<file path="src/htq_div.sv">
// Bit-serial restoring divider, one quotient bit per cycle.
module htq_div #(
  parameter int unsigned NUM_W = 48,
  parameter int unsigned DEN_W = 31
) (
  input  logic             clk,
  input  logic             rst,
  input  logic             start,
  input  logic [NUM_W-1:0] num,
  input  logic [DEN_W-1:0] den,
  output logic             done,
  output logic [NUM_W-1:0] quo
);
  localparam int unsigned CNT_W = $clog2(NUM_W);

  logic [NUM_W-1:0] q;
  logic [DEN_W-1:0] r;
  logic [DEN_W-1:0] d;
  logic [CNT_W-1:0] cnt;
  logic             run;
  logic [DEN_W:0]   trial;
  logic             ge;
  logic [DEN_W:0]   diff;

  assign trial = {r, q[NUM_W-1]};
  assign ge    = trial >= {1'b0, d};
  assign diff  = trial - {1'b0, d};
  assign quo   = q;

  always_ff @(posedge clk) begin
    if (rst) begin
      run  <= 1'b0;
      done <= 1'b0;
      cnt  <= '0;
    end else begin
      done <= 1'b0;
      if (start) begin
        run <= 1'b1;
        cnt <= '0;
        q   <= num;
        r   <= '0;
        d   <= den;
      end else if (run) begin
        // remainder stays below the divisor, so it fits DEN_W bits
        r <= ge ? diff[DEN_W-1:0] : trial[DEN_W-1:0];
        q <= {q[NUM_W-2:0], ge};
        cnt <= cnt + 1'b1;
        if (cnt == CNT_W'(NUM_W - 1)) begin
          run  <= 1'b0;
          done <= 1'b1;
        end
      end
    end
  end
endmodule

</file>
<file path="config.mk">
export PLATFORM = sky130hd
export DESIGN_NAME = htq_div
export DESIGN_NICKNAME = d
export VERILOG_FILES = /design/src/htq_div.sv
export SDC_FILE = /design/constraint.sdc
export NUM_CORES = 1
export LEC_CHECK = 0
export BUFFER_PORTS_ARGS = -buffer_cell sky130_fd_sc_hd__clkbuf_2
export CORE_AREA = 2 2 121 211
export DETAILED_ROUTE_END_ITERATION = 10
export DIE_AREA = 0 0 123 213
export GPL_TIMING_DRIVEN = 0
export SLEW_MARGIN = 20
export SYNTH_ARGS = -nofsm -noshare
export SYNTH_HDL_FRONTEND = slang
export SYNTH_SLANG_ARGS = --single-unit
</file>
<file path="constraint.sdc">
create_clock -name clk -period 10.35 [get_ports clk]
set_input_delay 0.5175 -clock clk [delete_from_list [all_inputs] [get_ports clk]]
set_output_delay 0.5175 -clock clk [all_outputs]
set_load 0.05 [all_outputs]
</file>
Word level (Yosys, flattened, before mapping)
Index checks and enable logic that the tools add are counted.
- register bits: 118
- bits in latches: 0
- bits in writable memories: 0
- ROM bits: 0
- input port bits: 82
- output and inout port bits: 49
- word-level logic and storage cells: 25
- memories kept: 0
- $add $sub $neg: 2
- $mul: 0
- divide/modulo/power cells: 0
- magnitude comparators: 1
- eq/ne operators: 1
- shift-type cells: 0
- mux-type cells: 8
- bitwise logic cells: 2
- reductions and logical operators: 5
- operators by type and width (operator ; count):
    48-bit 2-to-1 mux ; 2
    31-bit 2-to-1 mux ; 2
    32-bit by 31-bit greater-or-equal comparator with 1-bit output ; 1
    31-bit subtractor ; 1
    6-bit by 1-bit adder with 6-bit output (second input constant) ; 1
    6-bit == test (second input constant) ; 1
    1-bit 2-to-1 mux ; 4
    2-bit AND reduction ; 2
    3-bit OR reduction ; 1
    1-bit NOT ; 2
    2-bit nonzero test ; 1
    2-bit OR reduction ; 1

Depth between registers and ports, before layout
Gate-level depths: netlist of the first run.
- depth after elaboration: 4
- mapped depth: 14
- depth with buffers taken out: 12

Worst setup path after synthesis of the first run
OpenSTA, ideal clock, no wires.
- kind: input to register
- start: input port start
- end: register q[0], in the netlist quo[0], enable pin
- setup time: 517 ps
- arrival time: 4317 ps
- setup slack: 5516 ps
- stages: 4
- path buffers: 2
- cell sequence: clkbuf_8 > clkbuf_1 > nor2_1 > nor2_1
- longest elaborated chain between the ends: 2
- ends and longest elaborated chain (item ; line ; text):
    from (decl) ; 8 ; input logic start,
    2-bit nonzero test (no line) ; - ;
    2-bit AND reduction (no line) ; - ;
    to (signal assigned) ; 40 ; q <= num;
    to (signal assigned) ; 46 ; q <= {q[NUM_W-2:0], ge};
    to (decl) ; 16 ; logic [NUM_W-1:0] q;
Every way passes these cells.
A chain may end at the register's enable or synchronous reset.

Worst setup path after layout of the first run
- start: register q[47], in the netlist quo[47]
- end: register r[27], data pin
- longest elaborated chain between the ends: 3
- elaborated cells on any way between the ends: 4
- classes of those cells: add/sub (1); order compare (1); mux (2)
- ends and longest elaborated chain (item ; line ; text):
    31-bit subtractor or 32-bit by 31-bit greater-or-equal comparator with 1-bit output (tied branches) ; 27, 26 ;
    31-bit 2-to-1 mux * ; 45 ; r <= ge ? diff[DEN_W-1:0] : trial[DEN_W-1:0];
    31-bit 2-to-1 mux * ; 43 ; end else if (run) begin
    to (signal assigned) ; 45 ;
    to (decl) ; 17 ; logic [DEN_W-1:0] r;
Mark *: on every way between the ends. The rest lies on a longest branch, timed or not. The select of a mux whose other input is x is not followed.

==> results of run 1 <==
## routing by layer
metal / up-vias / GRT usage (%) / wire, µm
met5: - / 0 / 0
met4: 0 / 5.603 / 323
met3: 21 / 3.312 / 890
met2: 149 / 24.56 / 9134
met1: 2280 / 13.70 / 6343
li1: 2365 / - / -
## cell families (layout without fill, tap and decap cells)
kind of cell | count (synthesis) | after routing
buffers and inverters | 62 | 228
adders and majority gates | 33 | 33
and+or+nand+nor | 139 | 139
xor gates and xnor gates | 28 | 28
DFF | 118 | 118
muxes | 49 | 49
AOI/OAI and AO/OA | 126 | 126
## final timing paths
check,endpoint,cells after the start,start,slack (ns)
max reg2reg,r[27],12,quo[47],6.87
min,d[24],1,den[24],0.26
min reg2reg,cnt[5],2,cnt[5],0.49
max,r[27],12,quo[47],6.87
## critical path, delay by kind of cell (launching register included)
family | cells | cell delay (ns)
simple gates | 2 | 0.43
flops | 1 | 0.37
fa+ha+maj | 2 | 0.63
buf+inv | 2 | 0.65
compound gates | 6 | 1.09
## cell usage after synthesis (2+ instances only)
master	count	share of area, %
nor2b_1	5	0.48
o21a_1	4	0.46
xnor2_1	16	2.2
ha_1	32	6.2
a21o_1	21	2.4
or3_1	2	0.19
edfxtp_1	110	51
dfxtp_1	8	2.5
nor4b_1	3	0.40
buf_4	4	0.46
a21boi_0	2	0.23
and2_1	2	0.19
o21bai_1	2	0.23
xor2_1	12	1.6
inv_1	40	2.3
a21oi_1	44	3.4
a21o_2	2	0.27
nor3_1	7	0.54
o211ai_1	3	0.35
o31a_1	2	0.27
nand4_1	8	0.77
nor2_1	30	1.7
buf_6	3	0.52
and3_1	3	0.29
or4_1	3	0.35
nand3_1	7	0.54
clkbuf_1	12	0.69
a31oi_1	3	0.29
nand2_1	57	3.3
o21ai_0	12	0.92
o21ai_1	4	0.31
a211oi_1	10	1.2
nand2b_1	2	0.19
a31oi_2	2	0.39
mux2_2	48	8.3
## where the power goes
group / total, µW / leakage [µW] / internal [µW] / switching, µW
sequential: 588 / 0.00112 / 570 / 17.7
clock: 619 / 0.000292 / 403 / 216
combinational: 364 / 0.00203 / 142 / 222
total: 1570 / 0.00344 / 1120 / 456
## through the flow
| stage | hold slack, ns | area (µm²) |
|---|---|---|
| detailed placement | 0.4853 | 7646 |
| global route | 0.2428 | 8260 |
| finish | 0.2650 | 8260 |
| global placement | 0.4748 | 7536 |
| floorplan | 0.4584 | 6495 |
| CTS | 0.2532 | 8260 |
## area by class of cell
| cell class | count | area share [%] |
|---|---|---|
| sequential | 118 | 41.93 |
| multi-input combinational | 375 | 33.49 |
| timing repair buffer | 134 | 9.028 |
| clock buffer | 24 | 5.953 |
| tap | 312 | 4.726 |
| inverter | 41 | 1.863 |
| buffer | 21 | 1.530 |
| clock inverter | 8 | 1.484 |
## registers in the layout, indices dropped and copies added, names as in the netlist
signal / count
quo: 48
d: 31
r: 31
cnt: 6
done: 1
run: 1
==> summary.txt, run 1 <==
Floorplan
  • Ports: 131
  • Die Wd: 123 µm
  • Core Area: 0.02453 mm²
  • Starting Density: a little over a quarter
  • Die Y: 213 µm
  • Die footprint: 0.02620 mm²
  • Std cell rows: 76

Placement
  • GP Congestion: just under 0.9
  • DP Wirelength: 12620 µm
  • Placed insts: 1001
  • Pre-CTS setup slack: 6.825 ns
  • PortBufs: 130

Clock network
  • CTS tree: built
  • Clock slew at reported path FFs: around 0.060 ns
  • Gates resized, CTS repair: 0
  • Clk buf depth: 2
  • H-tree levels: 4
  • Clock sinks: 118
  • Post-CTS Hold Buffers: 0
  • Clk_lat worst skew: 0.43 ns
  • CTS buffer count: 17
  • Post-CTS setup buffers: 0
  • CTS root buffer: clkbuf_16

Synth
  • Synth Flop Type: edfxtp_1
  • Mux contribution to synthesized area: 8.476%
  • Ys Warns: 0
  • Mean Syn Cell Area: 11.70 µm²
  • Xor-xnor portion of the synthesized cell area: 3.776%
  • Async SR Flop Fraction: 0%
  • Yosys reg bits: 118
  • Post-synth EDFFs: 110
  • Synth Net Count: 670
  • Post-synthesis sequential area ratio: 53.32%
  • Post-Syn Instances: 555
  • Fraction of the mapped netlist area in adder cells: 6.473%
  • Simple-gate share of the synthesized area: 10.46%
  • Largest family of logic cells by synthesized area: compound AO/OA/AOI/OAI gates
  • Cell Area, Synth: 0.006495 mm²
  • Distinct cells, synth: 65
  • Compound-Gate Fraction of Synth Area: 13.18%

Global routing
  • Vias in the first global route: around 5100
  • Grt ovf: 0
  • GRT Util Overall: 13.18%
  • Initial antenna violation count: 0
  • Largest net degree at the start of global routing: 26
  • First-pass GRT wire length: approximately 26000 µm

Final layout
  • Core Util, Final: 33.67%
  • Area grow syn2layout: 27.18%
  • Antenna Diode Count: 0
  • Most frequent cells in the layout: 130 x clkbuf_2, 110 x edfxtp_1, 57 x nand2_1, 48 x mux2_2, 44 x a21oi_1
  • Commonest non-fill, non-tap cell in the layout: clkbuf_2
  • Fillers: 2532
  • Finished Layout Cells: 1033
  • Layout cells sized above 1: 32.87%
  • Register Area: 0.003463 mm²
  • # nets final: roughly 820
  • Area occupied by multi-input gates: 0.002766 mm²

Worst setup path
  • Crit-path slowest cell: clkbuf_1
  • CP cell instances: inv_1 -> ha_1 -> fa_1 -> nor2b_1 -> o31a_1 -> o41a_1 -> a21oi_1 -> o21ai_1 -> a31oi_2 -> nand2_2 -> clkbuf_1 -> a211oi_1
  • Nature of the critical path endpoint: flip-flop
  • Kind of critical path: reg -> reg
  • Data arrival, critical path: ~3.6 ns
  • CP peak stage delay: 0.59 ns
  • CP startpoint kind: flip-flop
  • Worst endpoint required time: 10.47 ns
  • Crit-path max FO: 10

Job
  • Max-cap viol count: 0

Timing
  • Unrepaired setup endpoints after global routing: false
  • Worst-Margin Slew: roughly 0.7 ns
  • Final Hold Vio Count: 0
  • Final period utilization: between 30% and 40%
  • Fin Clk Skew: 0.01274 ns
  • Minimum clock period: 3.475 ns
  • Final setup fails: 0
  • Highest clock rate: 287.7 MHz
  • Max Slew Vio Count: 0
  • Setup TNS: 0 ns
  • Max transition margin: 52.07%
  • Final WS setup: 6.875 ns

Worst hold path
  • HP Class: in -> reg

Power
  • Peak VDD IR: around 0.11 mV
  • Leak pwr: between 0.003 and 0.004 µW
  • Design Power: approximately 1600 µW
  • Pwr/cell area: 190.2 mW/mm²

Drt
  • Drt initial violations: 252
  • Antenna Nets Post-Route: 0
  • DR vias: 4815
  • WL per Instance: 16.16 µm
  • DR pass1 iterations: 4
  • Total Routed Length: 16690 µm
  • # DRC: 0
  • Vias/cell: 4.661

Status
  • Status: complete, no violations
No activity file was read; power rests on OpenSTA's default activity.
==> run 2: changes to the inputs <==
==> constraint.sdc (replaced) <==
create_clock -name clk -period 3.5 [get_ports clk]
set_input_delay 0.175 -clock clk [delete_from_list [all_inputs] [get_ports clk]]
set_output_delay 0.175 -clock clk [all_outputs]
set_load 0.05 [all_outputs]
==> summary.txt, run 2 (synthesis gave the netlist of run 1 again) <==
Status
  • Status: complete, no violations

Global routing
  • GRT Util Overall: 13.51%
  • Vias in the first global route: 5302
  • Largest net degree at the start of global routing: 21
  • First-pass GRT wire length: 26970 µm
  • Initial antenna violation count: 0
  • Grt ovf: 0

Power
  • Sequential Power Share: roughly two fifths
  • Combinational share of power: 24.9%
  • Peak VDD IR: 0.3782 mV
  • Pwr/cell area: 524.5 mW/mm²
  • NetSw: 1365 µW
  • Int Power: approximately 3100 µW
  • Leak pwr: 0.003567 µW
  • Sw Share: 30.39%
  • Clock network power share: 36.4%
  • Design Power: 4491 µW

Timing
  • Final period utilization: 95.48%
  • Final setup fails: 0
  • Max transition margin: 50.44%
  • Hold slack: 0.04616 ns
  • Fin Clk Skew: 0.01223 ns
  • Highest clock rate: ~300 MHz
  • Max Slew Vio Count: 0
  • Unrepaired setup endpoints after global routing: false
  • Worst-Margin Slew: 0.7390 ns
  • Minimum clock period: ~3.3 ns
  • Final Hold Vio Count: 0

Drt
  • Total Routed Length: 16740 µm
  • DR pass1 iterations: 4
  • WL per Instance: 15.71 µm
  • Drt initial violations: 192
  • DR vias: 4970
  • # DRC: 0
  • Vias/cell: around 4.7
  • Antenna Nets Post-Route: 0

Worst setup path
  • Nature of the critical path endpoint: flip-flop
  • Crit-path max FO: 4
  • Crit-path slowest cell: a2111o_1
  • Data arrival, critical path: 3.58 ns
  • Flop-to-flop setup slack: around 0.16 ns
  • Worst endpoint required time: 3.74 ns
  • CP cell instances: inv_1 -> ha_1 -> fa_2 -> nor2b_1 -> o31a_1 -> o41a_1 -> a2111o_1 -> a21o_1 -> a31oi_2 -> o21ai_1 -> xnor2_1 -> a211oi_1
  • Worst reg2reg path depth: 12
  • R2R Path End: r[28]
  • CP startpoint kind: flip-flop
  • CP peak stage delay: 0.45 ns
  • Kind of critical path: reg -> reg
  • Worst r2r src: quo[47]

Floorplan
  • Die Wd: approximately 120 µm
  • Die Y: 213 µm
  • Ports: 131
  • Core Area: 0.02453 mm²
  • Die footprint: 0.02620 mm²
  • Std cell rows: 76
  • Starting Density: between 20% and 30%

Final layout
  • Antenna Diode Count: 0
  • Max reg flops: 48
  • Fillers: 2502
  • # nets final: 855
  • Area occupied by multi-input gates: 0.002774 mm²
  • Area grow syn2layout: 31.84%
  • Commonest non-fill, non-tap cell in the layout: clkbuf_2
  • Layout cells sized above 1: 32.27%
  • Most frequent cells in the layout: 131 x clkbuf_2, 110 x edfxtp_1, 57 x nand2_1, 48 x mux2_2, 44 x a21oi_1
  • Core Util, Final: 34.90%
  • Register Area: 0.003463 mm²

Clock network
  • CTS root buffer: clkbuf_16
  • Clk buf depth: 2
  • Clk_lat worst skew: 0.43 ns
  • Clock slew at reported path FFs: 0.06 ns
  • H-tree levels: 4
  • Post-CTS setup buffers: 0
  • CTS buffer count: 17
  • Clock sinks: roughly 120
  • CTS tree: built

Job
  • Max-cap viol count: 0

Placement
  • PortBufs: 130
  • DP Wirelength: 12790 µm
  • GP Congestion: ~0.86

Worst hold path
  • Hold Path End: run
  • HP Class: in -> reg
  • Hold Path Depth: 2
  • Hold path start: rst
run 2: changes by cell type in the layout (fill, tap and decap cells not counted), sizes merged:
| cell | delta |
|---|---|
| bufinv | -2 |
| inv | +2 |
| dlygate4sd3 | +31 |
| buf | +3 |
| clkbuf | -7 |
| clkinv | +5 |
run 2: power groups by stage:
stage	Combinational [µW]	Clock (µW)	Sequential, µW
final	1120	1640	1740
after global routing	1230	1730	1750
after CTS	1120	1670	1740
after detailed placement	1090	0	1760
after global placement	1050	0	1770
after floorplan	669	0	1880
run 2: worst max-delay path by stage:
stage | from | end | depth (start not counted)
after floorplan | start | quo[0] | 4
after global placement | start | quo[25] | 5
after detailed placement | quo[47] | r[23] | 13
after global routing | quo[47] | r[28] | 12
final | quo[47] | r[28] | 12
after CTS | quo[47] | r[22] | 13
run 2: worst max-delay path: cells and delay by family, from the launching register on:
kind / cells / cell delay [ns]
compound gates: 7 / 1.98
fa+ha+maj: 2 / 0.45
flops: 1 / 0.43
xor+xnor: 1 / 0.14
buf+inv: 1 / 0.08
simple gates: 1 / 0.06
run 2: area by class of cell:
class                   count  share of cell area, %
multi-input cells         375                  32.39
clock inverters            13                  1.257
inverters                  41                  1.797
clock buffers              19                  5.172
repair buffers            166                  12.83
well taps                 312                  4.559
plain buffers              21                  1.549
flip-flops and latches    118                  40.44
run 2: metrics by stage:
step	instance area [µm²]	setup WS (ns)	std cells	TNS [ns]
2_1_floorplan	6497	0.3282	555	0
3_3_place_gp	7538	-1.343	997	-105.41
3_5_place_dp	7689	-0.08508	1002	-0.2099
4_1_cts	8554	0.01379	1065	0
5_1_grt	8563	0.01246	1065	0
6_report	8563	0.1583	1065	0
run 2: metal layers:
metal	vias to the layer above	wire [µm]	global-route usage, %
met4	0	493	5.956
met5	-	0	0
li1	2434	-	-
met1	2364	6188	13.87
met2	144	9266	25.51
met3	28	788	3.072
run 2: timing repair:
item,CTS,global route
gates resized for setup,3,6
hold buffers,31,0
endpoints found under the hold margin,31,0
endpoints found under the setup margin,11,17
==> run 3: changes to the inputs <==
--- a/config.mk
+++ b/config.mk
@@ -6,11 +6,12 @@
 export NUM_CORES = 1
 export LEC_CHECK = 0
 export BUFFER_PORTS_ARGS = -buffer_cell sky130_fd_sc_hd__clkbuf_2
-export CORE_AREA = 2 2 121 211
+export CORE_AREA = 2 2 92 161
 export DETAILED_ROUTE_END_ITERATION = 10
-export DIE_AREA = 0 0 123 213
+export DIE_AREA = 0 0 94 163
 export GPL_TIMING_DRIVEN = 0
-export SLEW_MARGIN = 20
+export PLACE_DENSITY = 0.69
+export SLEW_MARGIN = 40
 export SYNTH_ARGS = -nofsm -noshare
 export SYNTH_HDL_FRONTEND = slang
 export SYNTH_SLANG_ARGS = --single-unit
==> summary.txt, run 3 (synthesis gave the netlist of run 1 again) <==
Power
  • Design Power: 4854 µW
  • Leak pwr: approximately 0.0036 µW
  • Pwr/cell area: 570.1 mW/mm²
  • Peak VDD IR: approximately 0.37 mV

Drt
  • Metal2 WL: between 8000 and 9000 µm
  • Antenna Nets Post-Route: 0
  • Drt initial violations: 184
  • DR pass1 iterations: 5
  • Met3 WL: about 1000 µm
  • Met1 wire length: approximately 6000 µm
  • Total Routed Length: about 16000 µm
  • DR vias: 5004
  • # DRC: 0
  • Max layer used: met4
  • Vias/cell: 5.358
  • WL per Instance: 17.14 µm

Final layout
  • Register Area: 0.003463 mm²
  • Layout cells sized above 1: 32.23%
  • Fin area: between 0.008 and 0.009 mm²
  • Max reg flops: 48
  • Commonest non-fill, non-tap cell in the layout: clkbuf_2
  • Fillers: 1186
  • Area occupied by multi-input gates: around 0.0028 mm²
  • Finished Layout Cells: 934
  • Area grow syn2layout: 31.09%
  • Antenna Diode Count: 0
  • # nets final: between 800 and 900
  • Core Util, Final: 60.17%
  • Most frequent cells in the layout: 133 x clkbuf_2, 110 x edfxtp_1, 57 x nand2_1, 48 x mux2_2, 44 x a21oi_1

Worst setup path
  • Data arrival, critical path: 3.56 ns
  • Nature of the critical path endpoint: flip-flop
  • Worst reg2reg path depth: 12
  • Worst endpoint required time: about 3.7 ns
  • Kind of critical path: reg -> reg
  • CP startpoint kind: flip-flop
  • Crit-path max FO: 4

Floorplan
  • Die Y: 163 µm
  • Core Area: 0.01415 mm²
  • Die Wd: 94 µm
  • Std cell rows: 58
  • Ports: ~130
  • Starting Density: 45.90%
  • Die footprint: 0.01532 mm²

Clock network
  • CTS buffer count: 17
  • Post-CTS setup buffers: 0
  • Clock slew at reported path FFs: roughly 0.060 ns
  • CTS tree: built
  • CTS root buffer: clkbuf_16
  • Clock sinks: ~120
  • H-tree levels: 4
  • Clk_lat worst skew: 0.42 ns
  • Clk buf depth: 2

Placement
  • Placement Cell Area: around 0.0075 mm²
  • PortBufs: 130
  • Pre-CTS setup slack: approximately 0.064 ns
  • Placed insts: 871
  • DP Wirelength: 12020 µm
  • GP Congestion: 0.9040

Worst hold path
  • Hold Path Depth: 2
  • HP Class: in -> reg

Status
  • Status: complete, no violations

Timing
  • Max transition margin: 58.06%
  • Max Slew Vio Count: 0
  • Unrepaired setup endpoints after global routing: false
  • Minimum clock period: roughly 3.4 ns
  • Fin Clk Skew: 0.008212 ns
  • Final WS setup: 0.1484 ns
  • Worst-Margin Slew: 0.6254 ns
  • Final period utilization: 95.76%
  • Final Hold Vio Count: 0
  • Highest clock rate: 298.4 MHz
  • Final setup fails: 0

Global routing
  • GRT Util Overall: ~22%
  • Vias in the first global route: roughly 5400
  • First-pass GRT wire length: 26080 µm
  • Initial antenna violation count: 0
  • Largest net degree at the start of global routing: 22
  • Grt ovf: 0

Job
  • Max-cap viol count: 0
==> run 3: final timing paths <==
kind | end | startpoint | slack [ns]
max | r[28] | quo[47] | 0.15
min | quo[7] | num[7] | 0.06
max reg2reg | r[28] | quo[47] | 0.15
min reg2reg | cnt[5] | cnt[5] | 0.49
==> run 3: report_power, final <==
part           switching, µW  internal (µW)
sequential              55.8           1690
clock                    668           1340
combinational            657            448
==> run 3: final cells by class <==
cell class / instances / share of cell area (%)
buffer: 21 / 1.528
clock buffer: 17 / 4.996
clock inverter: 15 / 2.924
inverter: 41 / 1.807
multi-input combinational: 375 / 32.49
sequential: 118 / 40.68
tap: 180 / 2.645
timing repair buffer: 167 / 12.93
==> run 3: critical path, cell delays in order (launching register included) <==
cell and delay (ns):
edfxtp_1 0.45, inv_1 0.09, ha_1 0.18, fa_1 0.22, nor2b_1 0.08, o31a_1 0.27, o41a_1 0.39, a2111o_1 0.44
a21o_1 0.20, a31oi_2 0.24, o21ai_1 0.10, xnor2_1 0.15, a211oi_1 0.32
==> run 3: what timing repair did <==
item,CTS,global route
setup endpoints to repair,0,25
hold buffers,31,0
hold endpoints to repair,31,0
gates resized for setup,0,6
==> run 3: routing by layer <==
layer / vias to the layer above / GRT usage [%]
li1: 2424 / -
met1: 2342 / 23.69
met2: 202 / 39.81
met3: 36 / 6.571
met4: 0 / 10.08
met5: - / 0
==> run 3: stage by stage <==
stage	hold WS, ns	setup TNS (ns)
3_5_place_dp	0.3536	0
6_report	0.05779	0
3_3_place_gp	0.3531	-75.32
5_1_grt	0.05057	0
2_1_floorplan	0.2478	0
4_1_cts	0.04798	0
